### config.mk
export PLATFORM = sky130hd
export DESIGN_NAME = radial_lens_shading_gain_core
export DESIGN_NICKNAME = d
export VERILOG_FILES = /design/src/sv/lsg_pkg.sv /design/src/sv/radial_lens_shading_gain_core.sv /design/src/sv/lsg_isqrt_pipe.sv /design/src/sv/lsg_div_pipe.sv
export SDC_FILE = /design/constraint.sdc
export NUM_CORES = 1
export LEC_CHECK = 0
export ABC_AREA = 1
export BUFFER_PORTS_ARGS = -buffer_cell sky130_fd_sc_hd__clkbuf_2
export CORE_MARGIN = 2
export CORE_UTILIZATION = 35
export CTS_BUF_LIST = sky130_fd_sc_hd__clkbuf_8 sky130_fd_sc_hd__clkbuf_16
export DETAILED_ROUTE_END_ITERATION = 16
export PLACE_DENSITY = 0.53
export SYNTH_ARGS = -nofsm -noshare
export SYNTH_HDL_FRONTEND = slang
export SYNTH_SLANG_ARGS = --single-unit
### constraint.sdc
create_clock -name clk -period 18.95 [get_ports clk]
set_clock_uncertainty 0.15 [all_clocks]
set_input_delay 3.79 -clock clk [delete_from_list [all_inputs] [get_ports clk]]
set_output_delay 3.79 -clock clk [all_outputs]
set_load 0.05 [all_outputs]
### src/sv/lsg_pkg.sv
package lsg_pkg;

	// Grid defaults
	localparam int GRID_WIDTH_DEF = 52;
	localparam int GRID_HEIGHT_DEF = 39;

	// Field widths
	localparam int COORD_W = 6;
	localparam int BASE_W = 11;
	localparam int RADIUS_W = 8;
	localparam int STRENGTH_W = 13;
	localparam int GAIN_W = 8;
	localparam int GAIN_MAX = 255;

	// Offsets reach -64..63, so a squared distance fits in 14 bits
	localparam int ROOT_W = 7;
	localparam int SQ_W = 2 * ROOT_W;
	localparam int SQ_STEPS_PER_STAGE = 4;
	localparam int SQ_STAGES = (ROOT_W + SQ_STEPS_PER_STAGE - 1) / SQ_STEPS_PER_STAGE;

	// span * |strength| <= 255 * 4096; the quotient never exceeds |strength|
	localparam int PROD_W = 20;
	localparam int QUO_W = STRENGTH_W;
	localparam int DIV_STEPS_PER_STAGE = 4;
	localparam int DIV_STAGES = (QUO_W + DIV_STEPS_PER_STAGE - 1) / DIV_STEPS_PER_STAGE;

endpackage

### src/sv/radial_lens_shading_gain_core.sv
// Throughput: one item per cycle while the output is not stalled; every stage moves on its own enable, so bubbles fill.
// Depth is set by the 2-stage square-root unit and the 4-stage divider, plus
// the offset, multiply and output stages.
// Reset clears only the stage valid bits; data registers are not reset.
module radial_lens_shading_gain_core #(
	parameter int GRID_WIDTH = lsg_pkg::GRID_WIDTH_DEF,
	parameter int GRID_HEIGHT = lsg_pkg::GRID_HEIGHT_DEF
) (
	input  logic                                   clk,
	input  logic                                   arst_n,
	input  logic                                   cell_valid,
	output logic                                   cell_ready,
	input  logic [lsg_pkg::COORD_W-1:0]            cell_x,
	input  logic [lsg_pkg::COORD_W-1:0]            cell_y,
	input  logic signed [lsg_pkg::BASE_W-1:0]      channel_base,
	input  logic [lsg_pkg::RADIUS_W-1:0]           falloff_radius,
	input  logic signed [lsg_pkg::STRENGTH_W-1:0]  boost_strength,
	output logic                                   gain_valid,
	input  logic                                   gain_ready,
	output logic [lsg_pkg::GAIN_W-1:0]             gain_value
);

	localparam int SQ_FIRST = 2;
	localparam int SQ_LAST = 1 + lsg_pkg::SQ_STAGES;
	localparam int MS = SQ_LAST + 1;
	localparam int DIV_FIRST = MS + 1;
	localparam int DIV_LAST = MS + lsg_pkg::DIV_STAGES;
	localparam int NS = DIV_LAST + 1;
	localparam int OFS_W = lsg_pkg::COORD_W + 2;
	localparam int SUM_W = lsg_pkg::QUO_W + 2;

	localparam logic [OFS_W-1:0] CX = OFS_W'(GRID_WIDTH / 2);
	localparam logic [OFS_W-1:0] CY = OFS_W'(GRID_HEIGHT / 2);
	localparam logic signed [SUM_W-1:0] GMAX = SUM_W'(lsg_pkg::GAIN_MAX);

	typedef struct packed {
		logic signed [lsg_pkg::BASE_W-1:0] base;
		logic [lsg_pkg::RADIUS_W-1:0]      radius;
		logic [lsg_pkg::STRENGTH_W-1:0]    smag;
		logic                              sneg;
	} side_t;

	logic [NS:1] vld_s;
	logic [NS:1] en;
	side_t side_s [1:NS-1];

	logic signed [OFS_W-1:0]   dx, dy;
	logic signed [2*OFS_W-1:0] dx2, dy2;
	logic [lsg_pkg::SQ_W-1:0]  sq_s1;
	logic [lsg_pkg::STRENGTH_W-1:0] smag_d;

	logic [lsg_pkg::ROOT_W-1:0]   root;
	logic [lsg_pkg::RADIUS_W-1:0] span_d;
	logic [lsg_pkg::PROD_W-1:0]   prod_s4;

	logic [lsg_pkg::QUO_W-1:0]    quo;
	logic signed [lsg_pkg::QUO_W:0] boost_d;
	logic signed [SUM_W-1:0]      sum_d;
	logic [lsg_pkg::GAIN_W-1:0]   clamp_d;
	logic [lsg_pkg::GAIN_W-1:0]   gain_s9;

	// Let a stage advance when it is empty or the next one advances
	always_comb begin
		en[NS] = !vld_s[NS] || gain_ready;
		for (int i = NS - 1; i >= 1; i--) begin
			en[i] = !vld_s[i] || en[i+1];
		end
	end

	assign cell_ready = en[1];

	// Move valid bits along with the data
	always_ff @(posedge clk or negedge arst_n) begin
		if (!arst_n) begin
			vld_s <= '0;
		end else begin
			if (en[1]) begin
				vld_s[1] <= cell_valid;
			end
			for (int i = 2; i <= NS; i++) begin
				if (en[i]) begin
					vld_s[i] <= vld_s[i-1];
				end
			end
		end
	end

	// Stage 1: offsets from the centre cell, squared distance, strength magnitude
	assign dx = $signed({2'b00, cell_x}) - $signed(CX);
	assign dy = $signed({2'b00, cell_y}) - $signed(CY);
	assign dx2 = dx * dx;
	assign dy2 = dy * dy;
	assign smag_d = boost_strength[lsg_pkg::STRENGTH_W-1]
		? lsg_pkg::STRENGTH_W'(-boost_strength) : boost_strength;

	always_ff @(posedge clk) begin
		if (en[1]) begin
			sq_s1 <= lsg_pkg::SQ_W'(dx2 + dy2);
			side_s[1] <= '{base: channel_base, radius: falloff_radius,
				smag: smag_d, sneg: boost_strength[lsg_pkg::STRENGTH_W-1]};
		end
		for (int i = 2; i < NS; i++) begin
			if (en[i]) begin
				side_s[i] <= side_s[i-1];
			end
		end
	end

	// Distance: floor of the square root
	lsg_isqrt_pipe u_isqrt (
		.clk      (clk),
		.en       (en[SQ_LAST:SQ_FIRST]),
		.radicand (sq_s1),
		.root     (root)
	);

	// Multiply stage: clipped span times strength magnitude
	assign span_d = (side_s[SQ_LAST].radius > {1'b0, root})
		? side_s[SQ_LAST].radius - {1'b0, root} : '0;

	always_ff @(posedge clk) begin
		if (en[MS]) begin
			prod_s4 <= lsg_pkg::PROD_W'(span_d * side_s[SQ_LAST].smag);
		end
	end

	// Divide the magnitude by the radius
	lsg_div_pipe u_div (
		.clk      (clk),
		.en       (en[DIV_LAST:DIV_FIRST]),
		.dividend (prod_s4),
		.divisor  (side_s[MS].radius),
		.quotient (quo)
	);

	// Output stage: restore sign, add base, clamp or pass the raw base byte
	assign boost_d = side_s[DIV_LAST].sneg ? -$signed({1'b0, quo}) : $signed({1'b0, quo});
	assign sum_d = side_s[DIV_LAST].base + boost_d;

	always_comb begin
		if (sum_d[SUM_W-1]) begin
			clamp_d = '0;
		end else if (sum_d > GMAX) begin
			clamp_d = lsg_pkg::GAIN_W'(lsg_pkg::GAIN_MAX);
		end else begin
			clamp_d = sum_d[lsg_pkg::GAIN_W-1:0];
		end
	end

	always_ff @(posedge clk) begin
		if (en[NS]) begin
			gain_s9 <= (side_s[DIV_LAST].radius == '0)
				? side_s[DIV_LAST].base[lsg_pkg::GAIN_W-1:0] : clamp_d;
		end
	end

	assign gain_valid = vld_s[NS];
	assign gain_value = gain_s9;

	// An empty output register must leave the whole pipe open
	a_open_when_empty: assert property (@(posedge clk) disable iff (!arst_n)
		!gain_valid |-> cell_ready)
		else $error("input blocked while output register is empty");

	// A taken result frees every stage
	a_open_when_taken: assert property (@(posedge clk) disable iff (!arst_n)
		gain_ready |-> cell_ready)
		else $error("input blocked while result is taken");

	// A stalled multiply stage keeps its item
	a_mult_hold: assert property (@(posedge clk) disable iff (!arst_n)
		(vld_s[MS] && !en[MS]) |=> (vld_s[MS] && $stable(prod_s4)))
		else $error("multiply stage lost an item under stall");

endmodule

### src/sv/lsg_isqrt_pipe.sv
module lsg_isqrt_pipe (
	input  logic                                clk,
	input  logic [lsg_pkg::SQ_STAGES-1:0]       en,
	input  logic [lsg_pkg::SQ_W-1:0]            radicand,
	output logic [lsg_pkg::ROOT_W-1:0]          root
);

	localparam int RW = lsg_pkg::ROOT_W;
	localparam int NW = 2 * RW;
	localparam int ST = lsg_pkg::SQ_STAGES;
	localparam int SPS = lsg_pkg::SQ_STEPS_PER_STAGE;

	logic [NW-1:0] rad_s [ST];
	logic [RW:0]   rem_s [ST];
	logic [RW-1:0] root_s [ST];

	logic [NW-1:0] rad_in [ST];
	logic [RW:0]   rem_in [ST];
	logic [RW-1:0] root_in [ST];

	logic [NW-1:0] rad_d [ST];
	logic [RW:0]   rem_d [ST];
	logic [RW-1:0] root_d [ST];

	// Feed each stage from the one before it
	always_comb begin
		rad_in[0] = NW'(radicand);
		rem_in[0] = '0;
		root_in[0] = '0;
		for (int k = 1; k < ST; k++) begin
			rad_in[k] = rad_s[k-1];
			rem_in[k] = rem_s[k-1];
			root_in[k] = root_s[k-1];
		end
	end

	// Resolve a few root bits per stage, two radicand bits per step
	always_comb begin
		logic [NW-1:0] n;
		logic [RW:0]   r;
		logic [RW-1:0] q;
		logic [RW+2:0] t;
		logic [RW+2:0] trial;
		for (int k = 0; k < ST; k++) begin
			n = rad_in[k];
			r = rem_in[k];
			q = root_in[k];
			for (int j = 0; j < SPS; j++) begin
				if (k * SPS + j < RW) begin
					t = {r, n[NW-1 -: 2]};
					trial = {1'b0, q, 2'b01};
					if (t >= trial) begin
						t = t - trial;
						q = {q[RW-2:0], 1'b1};
					end else begin
						q = {q[RW-2:0], 1'b0};
					end
					r = t[RW:0];
					n = {n[NW-3:0], 2'b00};
				end
			end
			rad_d[k] = n;
			rem_d[k] = r;
			root_d[k] = q;
		end
	end

	// Advance each stage when its enable is high
	always_ff @(posedge clk) begin
		for (int k = 0; k < ST; k++) begin
			if (en[k]) begin
				rad_s[k] <= rad_d[k];
				rem_s[k] <= rem_d[k];
				root_s[k] <= root_d[k];
			end
		end
	end

	assign root = root_s[ST-1];

endmodule

### src/sv/lsg_div_pipe.sv
module lsg_div_pipe (
	input  logic                                clk,
	input  logic [lsg_pkg::DIV_STAGES-1:0]      en,
	input  logic [lsg_pkg::PROD_W-1:0]          dividend,
	input  logic [lsg_pkg::RADIUS_W-1:0]        divisor,
	output logic [lsg_pkg::QUO_W-1:0]           quotient
);

	localparam int QW = lsg_pkg::QUO_W;
	localparam int DW = lsg_pkg::RADIUS_W;
	localparam int PW = lsg_pkg::PROD_W;
	localparam int ST = lsg_pkg::DIV_STAGES;
	localparam int SPS = lsg_pkg::DIV_STEPS_PER_STAGE;

	logic [QW-1:0] num_s [ST];
	logic [DW-1:0] rem_s [ST];
	logic [QW-1:0] quo_s [ST];
	logic [DW-1:0] dvs_s [ST];

	logic [QW-1:0] num_in [ST];
	logic [DW-1:0] rem_in [ST];
	logic [QW-1:0] quo_in [ST];
	logic [DW-1:0] dvs_in [ST];

	logic [QW-1:0] num_d [ST];
	logic [DW-1:0] rem_d [ST];
	logic [QW-1:0] quo_d [ST];

	// Top dividend bits are below the divisor, so they seed the remainder
	always_comb begin
		num_in[0] = dividend[QW-1:0];
		rem_in[0] = DW'(dividend[PW-1:QW]);
		quo_in[0] = '0;
		dvs_in[0] = divisor;
		for (int k = 1; k < ST; k++) begin
			num_in[k] = num_s[k-1];
			rem_in[k] = rem_s[k-1];
			quo_in[k] = quo_s[k-1];
			dvs_in[k] = dvs_s[k-1];
		end
	end

	// Restoring division, a few quotient bits per stage
	always_comb begin
		logic [QW-1:0] n;
		logic [DW-1:0] r;
		logic [QW-1:0] q;
		logic [DW:0]   t;
		for (int k = 0; k < ST; k++) begin
			n = num_in[k];
			r = rem_in[k];
			q = quo_in[k];
			for (int j = 0; j < SPS; j++) begin
				if (k * SPS + j < QW) begin
					t = {r, n[QW-1]};
					if (t >= {1'b0, dvs_in[k]}) begin
						t = t - {1'b0, dvs_in[k]};
						q = {q[QW-2:0], 1'b1};
					end else begin
						q = {q[QW-2:0], 1'b0};
					end
					r = t[DW-1:0];
					n = {n[QW-2:0], 1'b0};
				end
			end
			num_d[k] = n;
			rem_d[k] = r;
			quo_d[k] = q;
		end
	end

	// Advance each stage when its enable is high
	always_ff @(posedge clk) begin
		for (int k = 0; k < ST; k++) begin
			if (en[k]) begin
				num_s[k] <= num_d[k];
				rem_s[k] <= rem_d[k];
				quo_s[k] <= quo_d[k];
				dvs_s[k] <= dvs_in[k];
			end
		end
	end

	assign quotient = quo_s[ST-1];

endmodule

==> results.yml <==
run_status:
  status: "finished, final reports clean"
placed_design:
  port_buffers: 57
  gp_congestion: 0.847
  dp_hpwl_um: 44500
worst_hold_path:
  hold_depth: 0
  worstHoldPathType: "reg2reg"
  holdPathEnd: "u_isqrt.rad_s[0][7]$_DFFE_PP_"
  min-delay-start: "sq_s1[5]$_DFFE_PP_"
worst_setup_path:
  arrival_ns: 7.71
  critical_path_class: "in2out"
  cp_cell_sequence: "clkbuf_2 > nor2_1 > inv_1 > nor2_1 > inv_1 > buf_4 > nor2_1 > inv_1 > buf_4 > nor2_1 > inv_1 > buf_4 > nor2_1 > inv_1 > buf_4 > nor2_1 > inv_1 > buf_4 > nor2_1 > inv_1 > nor2_1 > nand2_2 > clkbuf_2"
  cpMaxStageDelayCell: "buf_4"
  crit_top_cell: "nor2_1"
  r2r_slack_ns: 10.94
  slowest_delay_ns: 0.47
  crit_path_start: "gain_ready"
  startpoint_type: "input pin"
  timing.rr.end: "u_div.rem_s[2][7]$_DFFE_PP_"
  critPathMaxFanout: 43
  path_delay_family: "buffers and inverters"
  crit_buf_inv: 14
  crit_path_end_kind: "primary output"
  required_ns: 15.01
  r2r_start: "side_s[0][213]$_DFFE_PP_"
  r2r_cells: 43
clock_tree:
  numCtsBuffers: 39
  clockRootBuffer: "clkbuf_16"
  post_cts_buffers: 0
  path_clk_slew_ns: 0.06
  hold_buffers: 0
  cts_resized: 0
  cts_tree: "yes"
  clkSinkCount: 351
  cts.path.max_buffers: 3
  clk_latency_ns: 0.55
  htreeDepth: 2
route:
  ant_nets: 0
  remaining_drc_errors: 0
  drt_pass1_iterations: 7
  vias: 18016
  totalWireLength_um: 55200
  initialDrtViolationCount: 1095
  wl_per_cell_um: 14.6
  via_per_inst: 4.76
grt:
  grt_overflow: 0
  antenna_found_initial: 0
  grt_max_degree: 52
  grt_pass1_wl_um: 92000
  grt_usage_pct: 14.5
  grt_pass1_vias: 18440
flow_run:
  cap_violations: 0
logic_synthesis:
  ys_seq_area_share_pct: 40.1
  ys_seq_elements: 351
  postSynth.asyncResetShare_pct: 2.56
  syn_area_per_cell_um2: 9.72
  synth_top_area_share_pct: 39.2
  synth_edf_count: 342
  synth_area_leader_cell: "edfxtp_1"
  syn_inst: 2694
  ys_types: 62
  synth_nets: 3148
  synth_area_leaders: "edfxtp_1 (39%), fa_1 (12%), ha_1 (12%)"
  synth_common_cells: "nand2_1 (512), inv_1 (477), edfxtp_1 (342)"
  synth_most_common_cell: "nand2_1"
  dominantRegCellSynth: "edfxtp_1"
  synth_warnings: 0
  syn_area_mm2: 0.0262
floorplan:
  rows: 100
  fp.dieW_um: 278
  core_area_mm2: 0.0743
  dieArea_mm2: 0.0770
  start_util_pct: 35.2
  die_y_um: 278
  ios: 58
timing:
  max_freq_ghz: 0.0858
  max_slew_margin_pct: 33.2
  tns_ns: 0
  finalCritPeriodShare_pct: 61.5
  hold_viol_final: 0
  slew_viol_final: 0
  rsz0062_at_grt: "no"
  setup_violations: 0
  worstMarginPinSlew_ns: 0.998
  fin_crit_ns: 11.65
finish:
  num-nets-final: 3237
  fillers: 7361
  diodes: 0
  drive_gt1_share_pct: 8.32
  area_growth_pct: 10.4
==> sequential cells by signal (all words and copies together), names as in the netlist <==
register and count:
sq_s1 14, u_div.quo_s 37, u_isqrt.rad_s 6, prod_s4 20, u_div.num_s 15, gain_value 8, side_s 199, u_isqrt.root_s 11
u_isqrt.rem_s 8, u_div.rem_s 24, vld_s 9
==> area by class of cell <==
class,count,area (um2),area share [%]
multi-input cells,1830,13700,47.5
flip-flops and latches,351,10500,36.3
inverters,496,1870,6.46
well taps,969,1210,4.19
clock buffers,41,1000,3.47
repair buffers,65,345,1.19
clock inverters,29,272,0.939
==> kinds of logic (layout without fill, tap and decap cells) <==
kind of cell | count (synthesis) | count (layout) | synth area share (%)
AO/OA/AOI/OAI | 293 | 293 | 6.43
XOR/XNOR | 153 | 153 | 5.12
adder cells (fa/ha/maj) | 406 | 406 | 24.0
buffers and inverters | 513 | 631 | 7.54
flip-flops | 351 | 351 | 40.1
AND/OR/NAND/NOR | 978 | 978 | 16.8
==> worst max-delay path by stage <==
stage / end / cells past startpoint
final: cell_ready / 23
after floorplan: cell_ready / 16
after CTS: cell_ready / 23
after global routing: cell_ready / 23
after detailed placement: cell_ready / 23
after global placement: cell_ready / 23
==> metrics by stage <==
stage,area (um2),hold slack [ns],instances,setup slack [ns],util (%)
5_1_grt,28900,0.268,3781,6.78,38.9
6_report,28900,0.260,3781,7.30,38.9
4_1_cts,28900,0.265,3781,7.13,38.9
3_5_place_dp,27600,0.255,3711,7.13,37.2
3_3_place_gp,27600,0.251,3711,7.17,37.2
2_1_floorplan,26200,0.250,2694,3.95,-
==> metal layers <==
layer	wire length, um	GRT usage, %
met5	0	0
met1	24800	19.0
met2	27500	25.7
met4	1040	3.48
met3	1810	1.75
==> placed cells by master, fill, tap and decap left out, types with 9 or more instances in the layout <==
| master | count |
|---|---|
| ha_1 | 245 |
| o21a_1 | 9 |
| edfxtp_1 | 342 |
| or2_2 | 15 |
| xnor2_1 | 54 |
| nand3_1 | 103 |
| o21ai_0 | 71 |
| a21oi_1 | 129 |
| nor4_1 | 10 |
| o21ai_1 | 21 |
| o21bai_1 | 10 |
| nand2_2 | 23 |
| nand4_1 | 40 |
| clkbuf_2 | 57 |
| xor2_1 | 99 |
| clkbuf_16 | 39 |
| inv_1 | 485 |
| nand2_1 | 511 |
| fa_1 | 161 |
| dfrtp_1 | 9 |
| nor2_4 | 12 |
| nand2_4 | 12 |
| nor3_1 | 18 |
| inv_2 | 16 |
| nor2_1 | 196 |
Power is left out: the tool's default activity adds up to more than one toggle a clock period on the data nets, which glitch-free logic cannot reach.
